$ cat config.mk
export PLATFORM = sky130hd
export DESIGN_NAME = serial_motor_command_parser
export DESIGN_NICKNAME = d
export VERILOG_FILES = /design/src/rtl/smcp_pkg.sv /design/src/rtl/smcp_payload.sv /design/src/rtl/serial_motor_command_parser.sv
export SDC_FILE = /design/constraint.sdc
export NUM_CORES = 1
export LEC_CHECK = 0
export BUFFER_PORTS_ARGS = -buffer_cell sky130_fd_sc_hd__buf_2
export CAP_MARGIN = 20
export CORE_MARGIN = 2
export CORE_UTILIZATION = 28
export DETAILED_ROUTE_END_ITERATION = 10
export PLACE_DENSITY = 0.43
export RECOVER_POWER = 100
export SLEW_MARGIN = 40
export SYNTH_ARGS = -nofsm -noshare
export SYNTH_HDL_FRONTEND = slang
export SYNTH_SLANG_ARGS = --single-unit
$ cat constraint.sdc
create_clock -name clk -period 2.5 [get_ports clk]
set_input_delay 0.125 -clock clk [delete_from_list [all_inputs] [get_ports clk]]
set_output_delay 0.125 -clock clk [all_outputs]
set_load 0.03 [all_outputs]
$ cat src/rtl/smcp_pkg.sv
// shared constants, types and event codes for the serial motor command parser
package smcp_pkg;

	localparam int unsigned ByteW         = 8;
	localparam int unsigned WordW         = 32;
	localparam int unsigned WordBytes     = WordW / ByteW;
	localparam int unsigned GainCount     = 3;
	localparam int unsigned GainBytes     = GainCount * WordBytes;
	localparam int unsigned SetpointBytes = WordBytes;
	localparam int unsigned StoreDepth    = GainBytes;
	localparam int unsigned SlotW         = $clog2(StoreDepth);
	localparam int unsigned CountW        = 4;
	localparam int unsigned CfgIdxW       = 2;
	localparam int unsigned EventW        = 3;

	// configuration register indexes
	localparam logic [CfgIdxW-1:0] CfgOpGains    = 2'd0;
	localparam logic [CfgIdxW-1:0] CfgOpStart    = 2'd1;
	localparam logic [CfgIdxW-1:0] CfgOpStop     = 2'd2;
	localparam logic [CfgIdxW-1:0] CfgOpSetpoint = 2'd3;

	// opcode values after reset
	localparam logic [ByteW-1:0] RstOpGains    = 8'd1;
	localparam logic [ByteW-1:0] RstOpStart    = 8'd2;
	localparam logic [ByteW-1:0] RstOpStop     = 8'd3;
	localparam logic [ByteW-1:0] RstOpSetpoint = 8'd4;

	localparam logic [CountW-1:0] GainCount4     = CountW'(GainBytes);
	localparam logic [CountW-1:0] SetpointCount4 = CountW'(SetpointBytes);

	typedef enum logic [EventW-1:0] {
		EV_NONE     = 3'd0,
		EV_START    = 3'd1,
		EV_STOP     = 3'd2,
		EV_GAINS    = 3'd3,
		EV_SETPOINT = 3'd4
	} event_t;

	// payload kind being collected
	typedef enum logic {
		KIND_GAINS    = 1'b0,
		KIND_SETPOINT = 1'b1
	} kind_t;

	// write request into the payload buffer
	typedef struct packed {
		logic             en;
		logic [SlotW-1:0] slot;
	} payload_wr_t;

endpackage

$ cat src/rtl/smcp_payload.sv
// payload byte buffer with big-endian word assembly
module smcp_payload (
	input  logic                                                clk,
	input  smcp_pkg::payload_wr_t                               wr,
	input  logic [smcp_pkg::ByteW-1:0]                          wr_byte,
	output logic [smcp_pkg::GainCount-1:0][smcp_pkg::WordW-1:0] words
);

	logic [smcp_pkg::ByteW-1:0] store_q [smcp_pkg::StoreDepth];
	logic [smcp_pkg::ByteW-1:0] view    [smcp_pkg::StoreDepth];

	always_ff @(posedge clk) begin
		if (wr.en) begin
			store_q[wr.slot] <= wr_byte;
		end
	end

	// buffer contents as they stand once the current byte is in
	always_comb begin
		for (int k = 0; k < smcp_pkg::StoreDepth; k++) begin
			if (wr.en && (wr.slot == smcp_pkg::SlotW'(k))) begin
				view[k] = wr_byte;
			end else begin
				view[k] = store_q[k];
			end
		end
	end

	always_comb begin
		for (int w = 0; w < smcp_pkg::GainCount; w++) begin
			for (int b = 0; b < smcp_pkg::WordBytes; b++) begin
				words[w][(smcp_pkg::WordBytes-1-b)*smcp_pkg::ByteW +: smcp_pkg::ByteW] =
					view[w*smcp_pkg::WordBytes + b];
			end
		end
	end

endmodule

$ cat src/rtl/serial_motor_command_parser.sv
// top level of the serial motor command parser
// Takes one received serial byte per input beat and returns exactly one result beat per
// byte, in order. A byte that matches the gains opcode arms a 12-byte payload, the
// setpoint opcode arms a 4-byte payload, start and stop set and clear run_enable, and
// other bytes are ignored. When the last payload byte arrives its big-endian signed
// words are latched into gain_p, gain_i, gain_d or position_target. Each result carries
// an event code and the register values after that byte. Throughput is one byte per
// clock cycle unless out_stall holds a result: the byte is captured in an input register
// and then decoded into the result register. There is no buffer beyond these two
// registers, so in_stall rises while a result waits under out_stall and the input register
// is occupied. Opcode registers are written through the cfg port, which is always ready,
// and should be changed only while the parser is idle.
module serial_motor_command_parser (
	input  logic                                clk,
	input  logic                                arst_n,
	// configuration write channel
	input  logic                                cfg_valid,
	output logic                                cfg_ready,
	input  logic [smcp_pkg::CfgIdxW-1:0]        cfg_index,
	input  logic [smcp_pkg::ByteW-1:0]          cfg_data,
	// input byte channel
	input  logic                                in_valid,
	output logic                                in_stall,
	input  logic [smcp_pkg::ByteW-1:0]          rx_byte,
	// result channel
	output logic                                out_valid,
	input  logic                                out_stall,
	output logic [smcp_pkg::EventW-1:0]         event_res,
	output logic                                run_enable,
	output logic signed [smcp_pkg::WordW-1:0]   gain_p,
	output logic signed [smcp_pkg::WordW-1:0]   gain_i,
	output logic signed [smcp_pkg::WordW-1:0]   gain_d,
	output logic signed [smcp_pkg::WordW-1:0]   position_target
);

	// opcode registers
	logic [smcp_pkg::ByteW-1:0] op_gains_q;
	logic [smcp_pkg::ByteW-1:0] op_start_q;
	logic [smcp_pkg::ByteW-1:0] op_stop_q;
	logic [smcp_pkg::ByteW-1:0] op_setpoint_q;

	// input register
	logic                       valid_s1;
	logic [smcp_pkg::ByteW-1:0] byte_s1;

	// parser state
	logic [smcp_pkg::CountW-1:0] bytes_left_q;
	logic [smcp_pkg::CountW-1:0] write_pos_q;
	smcp_pkg::kind_t             kind_q;
	logic                        run_q;

	// result register (latched words double as the snapshot outputs)
	logic                                           out_valid_q;
	smcp_pkg::event_t                               event_q;
	logic [smcp_pkg::GainCount-1:0][smcp_pkg::WordW-1:0] gains_q;
	logic [smcp_pkg::WordW-1:0]                     target_q;

	// next-state signals
	logic                                           advance;
	logic                                           idle;
	logic                                           last_byte;
	logic [smcp_pkg::CountW-1:0]                    slot_full;
	smcp_pkg::payload_wr_t                          wr;
	logic [smcp_pkg::GainCount-1:0][smcp_pkg::WordW-1:0] words;

	assign cfg_ready = 1'b1;

	always_ff @(posedge clk or negedge arst_n) begin
		if (!arst_n) begin
			op_gains_q    <= smcp_pkg::RstOpGains;
			op_start_q    <= smcp_pkg::RstOpStart;
			op_stop_q     <= smcp_pkg::RstOpStop;
			op_setpoint_q <= smcp_pkg::RstOpSetpoint;
		end else if (cfg_valid) begin
			case (cfg_index)
				smcp_pkg::CfgOpGains:    op_gains_q    <= cfg_data;
				smcp_pkg::CfgOpStart:    op_start_q    <= cfg_data;
				smcp_pkg::CfgOpStop:     op_stop_q     <= cfg_data;
				smcp_pkg::CfgOpSetpoint: op_setpoint_q <= cfg_data;
				default: ;
			endcase
		end
	end

	// the held byte moves on whenever the result register is free or being drained
	assign advance  = valid_s1 && (!out_valid_q || !out_stall);
	assign in_stall = valid_s1 && out_valid_q && out_stall;

	always_ff @(posedge clk or negedge arst_n) begin
		if (!arst_n) begin
			valid_s1 <= 1'b0;
		end else if (!in_stall) begin
			valid_s1 <= in_valid;
		end
	end

	always_ff @(posedge clk) begin
		if (in_valid && !in_stall) begin
			byte_s1 <= rx_byte;
		end
	end

	assign idle      = (bytes_left_q == '0);
	assign last_byte = (bytes_left_q == smcp_pkg::CountW'(1));

	// slot index wraps at the buffer depth
	always_comb begin
		if (write_pos_q >= smcp_pkg::CountW'(smcp_pkg::StoreDepth)) begin
			slot_full = write_pos_q - smcp_pkg::CountW'(smcp_pkg::StoreDepth);
		end else begin
			slot_full = write_pos_q;
		end
		wr.en   = advance && !idle;
		wr.slot = slot_full[smcp_pkg::SlotW-1:0];
	end

	smcp_payload u_payload (
		.clk     (clk),
		.wr      (wr),
		.wr_byte (byte_s1),
		.words   (words)
	);

	// decode and state update, one byte per cycle while advance is high
	always_ff @(posedge clk or negedge arst_n) begin
		if (!arst_n) begin
			bytes_left_q <= '0;
			write_pos_q  <= '0;
			kind_q       <= smcp_pkg::KIND_GAINS;
			run_q        <= 1'b0;
			out_valid_q  <= 1'b0;
			event_q      <= smcp_pkg::EV_NONE;
			gains_q      <= '0;
			target_q     <= '0;
		end else begin
			if (advance) begin
				out_valid_q <= 1'b1;
				event_q     <= smcp_pkg::EV_NONE;
				if (idle) begin
					// opcode match, first hit in register order wins
					if (byte_s1 == op_gains_q) begin
						bytes_left_q <= smcp_pkg::GainCount4;
						kind_q       <= smcp_pkg::KIND_GAINS;
					end else if (byte_s1 == op_start_q) begin
						run_q   <= 1'b1;
						event_q <= smcp_pkg::EV_START;
					end else if (byte_s1 == op_stop_q) begin
						run_q   <= 1'b0;
						event_q <= smcp_pkg::EV_STOP;
					end else if (byte_s1 == op_setpoint_q) begin
						bytes_left_q <= smcp_pkg::SetpointCount4;
						kind_q       <= smcp_pkg::KIND_SETPOINT;
					end
				end else begin
					// payload byte
					bytes_left_q <= bytes_left_q - smcp_pkg::CountW'(1);
					if (last_byte) begin
						write_pos_q <= '0;
						if (kind_q == smcp_pkg::KIND_GAINS) begin
							gains_q <= words;
							event_q <= smcp_pkg::EV_GAINS;
						end else begin
							target_q <= words[0];
							event_q  <= smcp_pkg::EV_SETPOINT;
						end
					end else begin
						write_pos_q <= write_pos_q + smcp_pkg::CountW'(1);
					end
				end
			end else if (!out_stall) begin
				out_valid_q <= 1'b0;
			end
		end
	end

	assign out_valid       = out_valid_q;
	assign event_res       = event_q;
	assign run_enable      = run_q;
	assign gain_p          = gains_q[0];
	assign gain_i          = gains_q[1];
	assign gain_d          = gains_q[2];
	assign position_target = target_q;

endmodule

==> results.yml, run 1 <==
outcome:
  outcome: "finished with violations"
  violations: "max-capacitance violations, max-slew violations"
setup_path:
  worstSetupPathType: "reg2reg"
  r2r_end: "gain_d[4]"
  crit_arrival_ns: 2.71
  crit_path_end_kind: "flip-flop"
  reg2reg_depth: 6
  r2r_start: "bytes_left_q[3]"
  critical_path_peak_fanout: 16
  cp-start-kind: "flip-flop"
  crit_required_ns: 2.89
  r2r_setup_slack_ns: 0.18
clock_network:
  cts_repair_resize_count: 0
  cts_root_buf: "clkbuf_16"
  clock_path_buffers: 3
  htree_levels: 2
  cts_buffers: 34
  path_clk_slew_ns: 0.06
  cts_tree: "yes"
  clock_sink_count: 279
  clkLatencyLatePin_ns: 0.52
power_and_ir_drop:
  leakage_nw: 5.371
  p_sw_share_pct: 39.01
  pwr-share-comb_pct: 30.5
  power_frac_seq_pct: 41.0
  power_density_nw_per_um2: 1211
  p_int_w: 0.01001
  clkPwrFrac_pct: 28.5
  ir_drop_v: 0.0004115
  p_switching_w: 0.006404
min_path:
  whs_path_depth: 3
  hp-start: "cfg_index[1]"
  worstHoldEndpoint: "op_gains_q[3]"
  hold_class: "in2reg"
global_route:
  met3_usage_pct: 2.937
  grt_overflow: 0
  grt.met2_usage_pct: 23.47
  grt_pass1_wl_mm: 47.49
  gr-usage-met1_pct: 21.52
  busiest_layer: "met2"
  grt_max_degree: 71
  antenna_found_initial: 0
  grt_usage_pct: 15.05
  grt_pass1_vias: 7659
sta:
  post-route-min-period_ns: 2.321
  relSlewSlack_pct: -30.12
  worst_hold_slack_ns: 0.2159
  fmax_mhz: 430.9
  period_share_pct: 92.83
  fin_skew_ns: 0.01865
  finalSetupViolations: 0
  rsz0062_at_grt: "no"
  finalHoldViolations: 0
  fin_ws_ns: 0.1792
  fin_tns_setup_ns: 0
  tightest_slew_ns: 1.952
  drv_slew: 69
yosys:
  synthCells: 949
  yosysUniqueCellTypes: 44
  yosysWarnings: 0
  synth-seq-cells: 279
  syn_area_um2: 11040
  ys_seq_area_share_pct: 67.99
  syn-num-nets: 978
  synth_area_per_cell_um2: 11.64
final_layout:
  post_route_cells_drive_above_1_share_pct: 11.35
  antenna_cells: 0
  area_growth_pct: 22.69
  layout.nets: 1167
  layout_common_cells: "nand2_1, dfrtp_1, clkbuf_1, nor2_1, a31oi_1"
  final_common_cell: "nand2_1"
die:
  rows: 72
  die_y_um: 202.6
  fp.dieW_um: 202.6
  start_util_pct: 28.44
  ios: 158
  fp.coreArea_um2: 38830
  design.die.area_um2: 41040
job:
  drv_cap: 1
route:
  antenna_left: 0
  drtIter0Drc: 330
  via_count: 7744
  drt_first_pass_iters: 5
  wl_per_cell_um: 18.53
  wl_mm: 31.14
  via_per_inst: 4.607
  post-route-drc-count: 0
placement:
  post-place-ws_ns: 0.3024
  numPortBuffers: 156
  place_congestion: 0.7193
  dpl.hpwl_mm: 20.26
==> logic make-up after synthesis <==
family	Yosys count	share of synthesized area, %
mux	34	3.456
other cells	1	0.03396
flops	279	67.99
fa+ha+maj	6	0.6798
xor+xnor	33	2.617
buf+inv	68	2.527
simple gates	381	14.39
compound gates	147	8.305
==> registers in the layout, summed over array words and instances (netlist names), 32 cells and up <==
name               count
gain_d                32
gain_i                32
gain_p                32
position_target       32
u_payload.store_q     96
==> cell type report <==
cell class,count,area (um2)
Timing Repair Buffer,204,1042
Multi-Input combinational cell,602,3237
Inverter,17,63.81
Clock buffer,54,998.5
Fill cell,3980,25280
Tap cell,518,648.1
Sequential cell,279,7508
Clock inverter,7,51.30
==> worst max-delay path by stage <==
| stage | start | to | slack (ns) | cells past startpoint |
|---|---|---|---|---|
| floorplan | bytes_left_q[3] | gain_d[21] | 0.58 | 8 |
| global placement | bytes_left_q[3] | gain_p[7] | 0.31 | 6 |
| detailed placement | bytes_left_q[3] | gain_p[16] | 0.30 | 6 |
| CTS | bytes_left_q[3] | gain_p[16] | 0.28 | 6 |
| global route | arst_n | gain_p[17] | 0.06 | 3 |
| finish | bytes_left_q[3] | gain_d[4] | 0.18 | 6 |
==> Yosys cell counts, drive strengths merged <==
library cell	n	share of area (%)
o22a	1	0.079
a21boi	1	0.068
or4	1	0.068
ha	6	0.68
or3	1	0.057
o2bb2ai	1	0.079
and3	5	0.28
a21o	1	0.068
o32a	1	0.091
nand2b	2	0.11
dfstp	5	1.2
mux2	33	3.4
nand3b	2	0.14
dfrtp	170	39
a21oi	7	0.32
mux2i	1	0.091
o31ai	1	0.068
a31oi	126	7.1
nor4	6	0.34
conb	1	0.034
nand4	5	0.28
nor3b	1	0.11
nor4bb	1	0.091
buf	22	0.96
inv	17	0.58
edfxtp	104	28
clkbuf	29	0.99
nor3	2	0.18
nand3	3	0.14
xnor2	8	0.63
o32ai	1	0.079
or3b	1	0.079
o21ai	7	0.32
nor2	133	4.5
xor2	25	2.0
nand2	216	7.9
and2	2	0.11
==> power by group through the flow <==
| stage | Clock [W] | Sequential, W | Combinational (W) |
|---|---|---|---|
| finish | 0.00469 | 0.00672 | 0.00500 |
| CTS | 0.00485 | 0.00674 | 0.00538 |
| detailed placement | 0 | 0.00682 | 0.00535 |
| floorplan | 0 | 0.00837 | 0.00185 |
| global route | 0.00501 | 0.00688 | 0.00545 |
| global placement | 0 | 0.00680 | 0.00531 |
==> per-stage QoR <==
| step | utilization (%) | std cells | total power, W | cell area, um2 |
|---|---|---|---|---|
| CTS | 35.56 | 1681 | 0.01697 | 13810 |
| finish | 34.90 | 1681 | 0.01641 | 13550 |
| detailed placement | 32.34 | 1600 | 0.01217 | 12560 |
| floorplan | - | 949 | 0.01022 | 11040 |
| global route | 34.90 | 1681 | 0.01734 | 13550 |
| global placement | 32.34 | 1600 | 0.01211 | 12560 |
==> per-layer routing <==
layer	vias to the layer above	routed length [um]
li1	3689	-
met1	3870	15080
met2	150	14220
met3	35	1328
met4	0	513
met5	-	0
==> timing repair <==
| action | 4_1_cts | 5_1_grt |
|---|---|---|
| hold buffers | 20 | 0 |
| hold endpoints to repair | 105 | 0 |
| buffers inserted | 0 | 0 |
==> worst max-delay path, stage by stage, from the launching register on <==
cell and delay, ns:
dfrtp_1 0.42, or4_1 0.60, and3_1 0.27, nand2_1 0.41
inv_2 0.26, nand2_1 0.12, a31oi_1 0.10
No activity file was read; power rests on OpenSTA's default activity.
==> inputs of run 2 (changes only) <==
--- a/config.mk
+++ b/config.mk
@@ -10,7 +10,7 @@
 export CORE_MARGIN = 2
 export CORE_UTILIZATION = 28
 export DETAILED_ROUTE_END_ITERATION = 10
-export PLACE_DENSITY = 0.43
+export PLACE_DENSITY = 0.44
 export RECOVER_POWER = 100
 export SLEW_MARGIN = 40
 export SYNTH_ARGS = -nofsm -noshare
==> constraint.sdc (replaced) <==
create_clock -name clk -period 2.1 [get_ports clk]
set_input_delay 0.105 -clock clk [delete_from_list [all_inputs] [get_ports clk]]
set_output_delay 0.105 -clock clk [all_outputs]
set_load 0.03 [all_outputs]
==> results.yml, run 2 (same netlist as run 1, synthesis figures left out) <==
global_route:
  grt_pass1_vias: 7580
  grt_overflow: 0
  grt_max_degree: 76
  grt_usage_pct: 14.75
  antenna_found_initial: 0
  grt_pass1_wl_mm: 46.67
route:
  via_count: 7857
  post-route-drc-count: 0
  antenna_left: 0
  drt_first_pass_iters: 4
  drtIter0Drc: 424
  wl_per_cell_um: 18.16
  wl_mm: 31.27
  via_per_inst: 4.563
power_and_ir_drop:
  p_switching_w: 0.007666
  p_int_w: 0.01244
  p_sw_share_pct: 38.12
  power_frac_seq_pct: 39.6
  power_density_nw_per_um2: 1429
  leakage_nw: 5.641
  clkPwrFrac_pct: 28.7
  ir_drop_v: 0.0005394
  p_total_w: 0.02011
  pwr-share-comb_pct: 31.7
die:
  fp.dieW_um: 202.6
  die_y_um: 202.6
  design.die.area_um2: 41040
  rows: 72
  ios: 158
  start_util_pct: 28.44
  fp.coreArea_um2: 38830
sta:
  relSlewSlack_pct: 23.32
  worst_hold_slack_ns: 0.1738
  fin_skew_ns: 0.02047
  finalHoldViolations: 0
  post-route-min-period_ns: 1.979
  drv_slew: 0
  finalSetupViolations: 0
  period_share_pct: 94.24
  tightest_slew_ns: 1.150
  fmax_mhz: 505.3
setup_path:
  crit_arrival_ns: 2.40
  slowest_stage: "edfxtp_1"
  crit_path_end_kind: "flip-flop"
  crit_chain: "xor2_1 -> nor4_1 -> buf_4 -> nand2_1 -> or3b_2 -> a21oi_1"
  worstSetupPathType: "reg2reg"
  cp_top_family: "simple AND/OR/NAND/NOR gates"
  critical_path_peak_fanout: 5
  slowest_delay_ns: 0.53
  r2r_start: "byte_s1[0]"
  cp-start-kind: "flip-flop"
  cp.buffers_inverters: 1
  worstSetupStartpoint: "byte_s1[0]"
  crit_required_ns: 2.52
clock_network:
  path_clk_slew_ns: 0.05
  clock_sink_count: 279
  cts_root_buf: "clkbuf_16"
  cts_tree: "yes"
  htree_levels: 2
  clkLatencyLatePin_ns: 0.51
  clock_path_buffers: 3
  cts_buffers: 34
outcome:
  outcome: "finished, final reports clean"
final_layout:
  stdcell_area_um2: 14070
  largest_reg_flops: 96
  antenna_cells: 0
  layout_common_cells: "nand2_1, dfrtp_1, clkbuf_1, nor2_1, a31oi_1"
  finish.utilization_pct: 36.25
  area_growth_pct: 27.45
  post_route_cells_drive_above_1_share_pct: 15.95
  final_common_cell: "nand2_1"
  layout.nets: 1208
  largest_register: "u_payload.store_q"
  nFillCells: 3907
min_path:
  hp-start: "cfg_index[0]"
  hold_class: "in2reg"
job:
  drv_cap: 0
placement:
  place_area_um2: 12800
  numPortBuffers: 156
  dpl.hpwl_mm: 20.09
  place_congestion: 0.7283
## run 2: cell count changes in the layout (fill, tap and decap cells not counted), moves of 4 or more
cell,change
clkbuf_16,+5
nand2_2,+8
inv_2,-4
clkbuf_1,-9
buf_4,+33
nand2_1,-8
buf_2,+4
## run 2: area by class of cell
type / instances / area, um2 / area share (%)
clock buffers: 52 / 1032 / 7.334
clock inverters: 9 / 78.83 / 0.5601
inverters: 17 / 78.83 / 0.5601
multi-input cells: 602 / 3276 / 23.27
flip-flops and latches: 279 / 7508 / 53.35
well taps: 518 / 648.1 / 4.605
repair buffers: 245 / 1453 / 10.32
## run 2: worst paths after layout
kind / to / cells after the start / slack [ns]
worst min-delay path: op_gains_q[4] / 4 / 0.17
worst min register to register: event_res[2] / 1 / 0.48
max in group asynchronous: position_target[20] / 3 / 0.36
min in group asynchronous: op_setpoint_q[1] / 2 / 0.38
worst max-delay path: bytes_left_q[2] / 6 / 0.12
worst max register to register: bytes_left_q[2] / 6 / 0.12
## run 2: repair_timing
action / in CTS / in global routing
cloned: 0 / 4
setup endpoints to repair: 10 / 120
hold endpoints to repair: 107 / 0
pin swaps: 0 / 1
hold buffers: 20 / 0
resized for setup: 1 / 20
setup buffers: 0 / 10
## run 2: power by group through the flow
stage | combinational (W) | clock (W) | sequential, W
floorplan | 0.00221 | 0 | 0.00997
global placement | 0.00647 | 0 | 0.00805
detailed placement | 0.00649 | 0 | 0.00807
CTS | 0.00654 | 0.00596 | 0.00797
global route | 0.00695 | 0.00618 | 0.00815
finish | 0.00637 | 0.00577 | 0.00797
## run 2: per-layer routing
| layer | track usage (%) | up-vias | part of all wire, % |
|---|---|---|---|
| li1 | - | 3781 | - |
| met1 | 21.21 | 3849 | 48 |
| met2 | 22.50 | 182 | 45 |
| met3 | 2.889 | 45 | 4.9 |
| met4 | 4.406 | 0 | 2.0 |
| met5 | 0 | - | 0 |
## run 2: tightest hold or removal path: cells and delay by family
kind | cells | cell delay (ns)
AND/OR/NAND/NOR | 1 | 0.05
buffers and inverters | 2 | 0.28
multiplexers | 1 | 0.22
## run 2: metrics by stage
step	worst slack [ns]	std cells	setup TNS, ns
global placement	0.01999	1627	0
CTS	0.05266	1708	0
global route	-0.01617	1722	-0.01617
detailed placement	-0.01376	1627	-0.03365
floorplan	0.1813	949	0
finish	0.1210	1722	0
==> inputs of run 3 (changes only) <==
--- a/config.mk
+++ b/config.mk
@@ -8,11 +8,12 @@
 export BUFFER_PORTS_ARGS = -buffer_cell sky130_fd_sc_hd__buf_2
 export CAP_MARGIN = 20
 export CORE_MARGIN = 2
-export CORE_UTILIZATION = 28
+export CORE_UTILIZATION = 35
 export DETAILED_ROUTE_END_ITERATION = 10
-export PLACE_DENSITY = 0.44
+export PLACE_DENSITY = 0.53
 export RECOVER_POWER = 100
 export SLEW_MARGIN = 40
 export SYNTH_ARGS = -nofsm -noshare
 export SYNTH_HDL_FRONTEND = slang
+export SYNTH_HIERARCHICAL = 1
 export SYNTH_SLANG_ARGS = --single-unit
==> results.yml, run 3 <==
power_and_ir_drop:
  power_density_nw_per_um2: 1134
  leakage_nw: 6.462
  p_total_w: 0.01662
  ir_drop_v: 0.0006877
sta:
  fin_skew_ns: 0.01146
  finalHoldViolations: 0
  relSlewSlack_pct: -1.596
  worst_hold_slack_ns: 0.1153
  finalSetupViolations: 103
  period_share_pct: 104.8
  rsz0062_at_grt: "yes"
  drv_slew: 56
  fin_ws_ns: -0.1000
  fmax_mhz: 454.5
  post-route-min-period_ns: 2.200
  tightest_slew_ns: 1.524
setup_path:
  critical_path_peak_fanout: 14
  cp_top_family: "simple AND/OR/NAND/NOR gates"
  cp.buffers_inverters: 3
  worstSetupPathType: "reg2reg"
  crit_required_ns: 2.53
  slowest_stage: "dfrtp_2"
  crit_chain: "or3_4 -> o21ai_4 -> inv_2 -> nand3b_1 -> buf_4 -> nor2_4 -> buf_12 -> mux2_4 -> mux2_2"
  crit_arrival_ns: 2.63
  cp-start-kind: "flip-flop"
  slowest_delay_ns: 0.41
  crit_path_end_kind: "flip-flop"
route:
  via_per_inst: 4.681
  routed.top_layer: "met4"
  drt_first_pass_iters: 4
  via_count: 6596
  post-route-drc-count: 0
  wl_per_cell_um: 18.46
  antenna_left: 0
  drt-met1-wl_mm: 12.94
  dr_wl_met3_mm: 1.066
  wl_mm: 26.01
  drtIter0Drc: 210
  wl_met2_mm: 11.51
yosys:
  yosysMostFrequentCell: "mux2_2"
  synth_top_cell_area_share_pct: 37.26
  synthTopCellsByArea: "dfrtp_1, edfxtp_1, mux2_2, xor2_1, dfstp_2"
  ys.flop_type: "dfrtp_1"
  synth_edf_count: 104
  ys_seq_area_share_pct: 65.76
  synthTopCellsByCount: "mux2_2, dfrtp_1, edfxtp_1, xor2_1, buf_2"
  syn-num-nets: 714
  syn_area_um2: 11420
  yosysWarnings: 6
  synthArstFlopShare_pct: 62.72
  synthCells: 690
  synth_area_per_cell_um2: 16.55
  synth_area_leader_cell: "dfrtp_1"
  yosysUniqueCellTypes: 43
  synth-seq-cells: 279
die:
  die_y_um: 184.6
  fp.dieW_um: 184.6
  rows: 66
  ios: 158
  design.die.area_um2: 34080
  fp.coreArea_um2: 32290
  start_util_pct: 35.36
final_layout:
  largest_register: "u_payload/store_q"
  post_route_cells_drive_above_1_share_pct: 41.99
  area_growth_pct: 28.44
  antenna_cells: 0
  layout.nets: 967
  stdcell_area_um2: 14660
  final_common_cell: "mux2_2"
  layout_common_cells: "mux2_2, dfrtp_1, clkbuf_1, edfxtp_1, mux2_4"
  largest_reg_flops: 96
global_route:
  grt_usage_pct: 15.05
  grt_pass1_vias: 6580
  grt_pass1_wl_mm: 39.26
  grt_max_degree: 66
  grt_overflow: 0
  antenna_found_initial: 0
clock_network:
  clock_path_buffers: 3
  clkLatencyLatePin_ns: 0.56
  clock_sink_count: 279
  path_clk_slew_ns: 0.06
  cts_tree: "yes"
  cts_root_buf: "clkbuf_16"
  htree_levels: 1
  cts_buffers: 30
min_path:
  hold_class: "in2reg"
placement:
  numPortBuffers: 156
  post-place-ws_ns: -0.1420
  place_area_um2: 13290
  place_congestion: 0.7210
  dpl.hpwl_mm: 16.23
outcome:
  violations: "max-capacitance violations, max-slew violations, negative setup slack"
  outcome: "finished with violations"
job:
  drv_cap: 1
run 3: logic make-up (layout without fill, tap and decap cells):
kind of cell | count (synthesis) | count (layout) | share of synthesized area, %
buffers and inverters | 37 | 314 | 1.501
adder cells (fa/ha/maj) | 1 | 1 | 0.1096
AO/OA/AOI/OAI | 16 | 16 | 1.030
XOR/XNOR | 32 | 32 | 2.455
other | 1 | 1 | 0.03285
AND/OR/NAND/NOR | 66 | 66 | 3.682
multiplexers | 258 | 258 | 25.42
flip-flops | 279 | 279 | 65.76
run 3: area by class of cell:
cell class / count / area (um2)
clock inverters: 13 / 128.9
inverters: 9 / 41.29
fillers: 2980 / 17620
well taps: 442 / 553.0
flip-flops and latches: 279 / 7511
clock buffers: 43 / 849.6
repair buffers: 249 / 1471
multi-input cells: 374 / 4109
run 3: layer usage:
metal,track usage (%),vias to the layer above
li1,-,3031
met2,23.61,142
met3,2.588,40
met1,21.94,3383
met4,3.143,0
met5,0,-
run 3: per-stage QoR:
step | util, % | TNS (ns) | std cells
global placement | 41.17 | -7.681 | 1310
floorplan | - | -13.59 | 690
global route | 45.42 | -20.33 | 1409
detailed placement | 41.17 | -10.02 | 1310
finish | 45.42 | -4.629 | 1409
CTS | 45.81 | -2.656 | 1407
run 3: what timing repair did:
item,4_1_cts,5_1_grt
pin swaps,7,7
hold buffers,20,0
setup buffers,21,6
hold endpoints to repair,135,0
resized for setup,16,52
gates cloned,2,3
setup endpoints to repair,128,129
run 3: worst paths after layout:
check	endpoint	from	cells past startpoint	slack (ns)
worst max-delay path	gain_i[13]	bytes_left_q[3]	9	-0.10
worst min-delay path	op_gains_q[6]	cfg_index[0]	3	0.12
worst max register to register	gain_i[13]	bytes_left_q[3]	9	-0.10
worst min register to register	event_res[2]	event_res[2]	2	0.48
max in group asynchronous	gain_i[1]	arst_n	3	0.14
min in group asynchronous	position_target[4]	arst_n	2	0.46
run 3: where the power goes:
group | internal (W) | switching, W
clock | 0.00305 | 0.00213
combinational | 0.00133 | 0.00278
sequential | 0.00670 | 0.000639
run 3: worst min-delay path, delay by kind of cell:
family / cells / cell delay, ns
multiplexers: 1 / 0.26
AND/OR/NAND/NOR: 1 / 0.16
buffers and inverters: 1 / 0.10
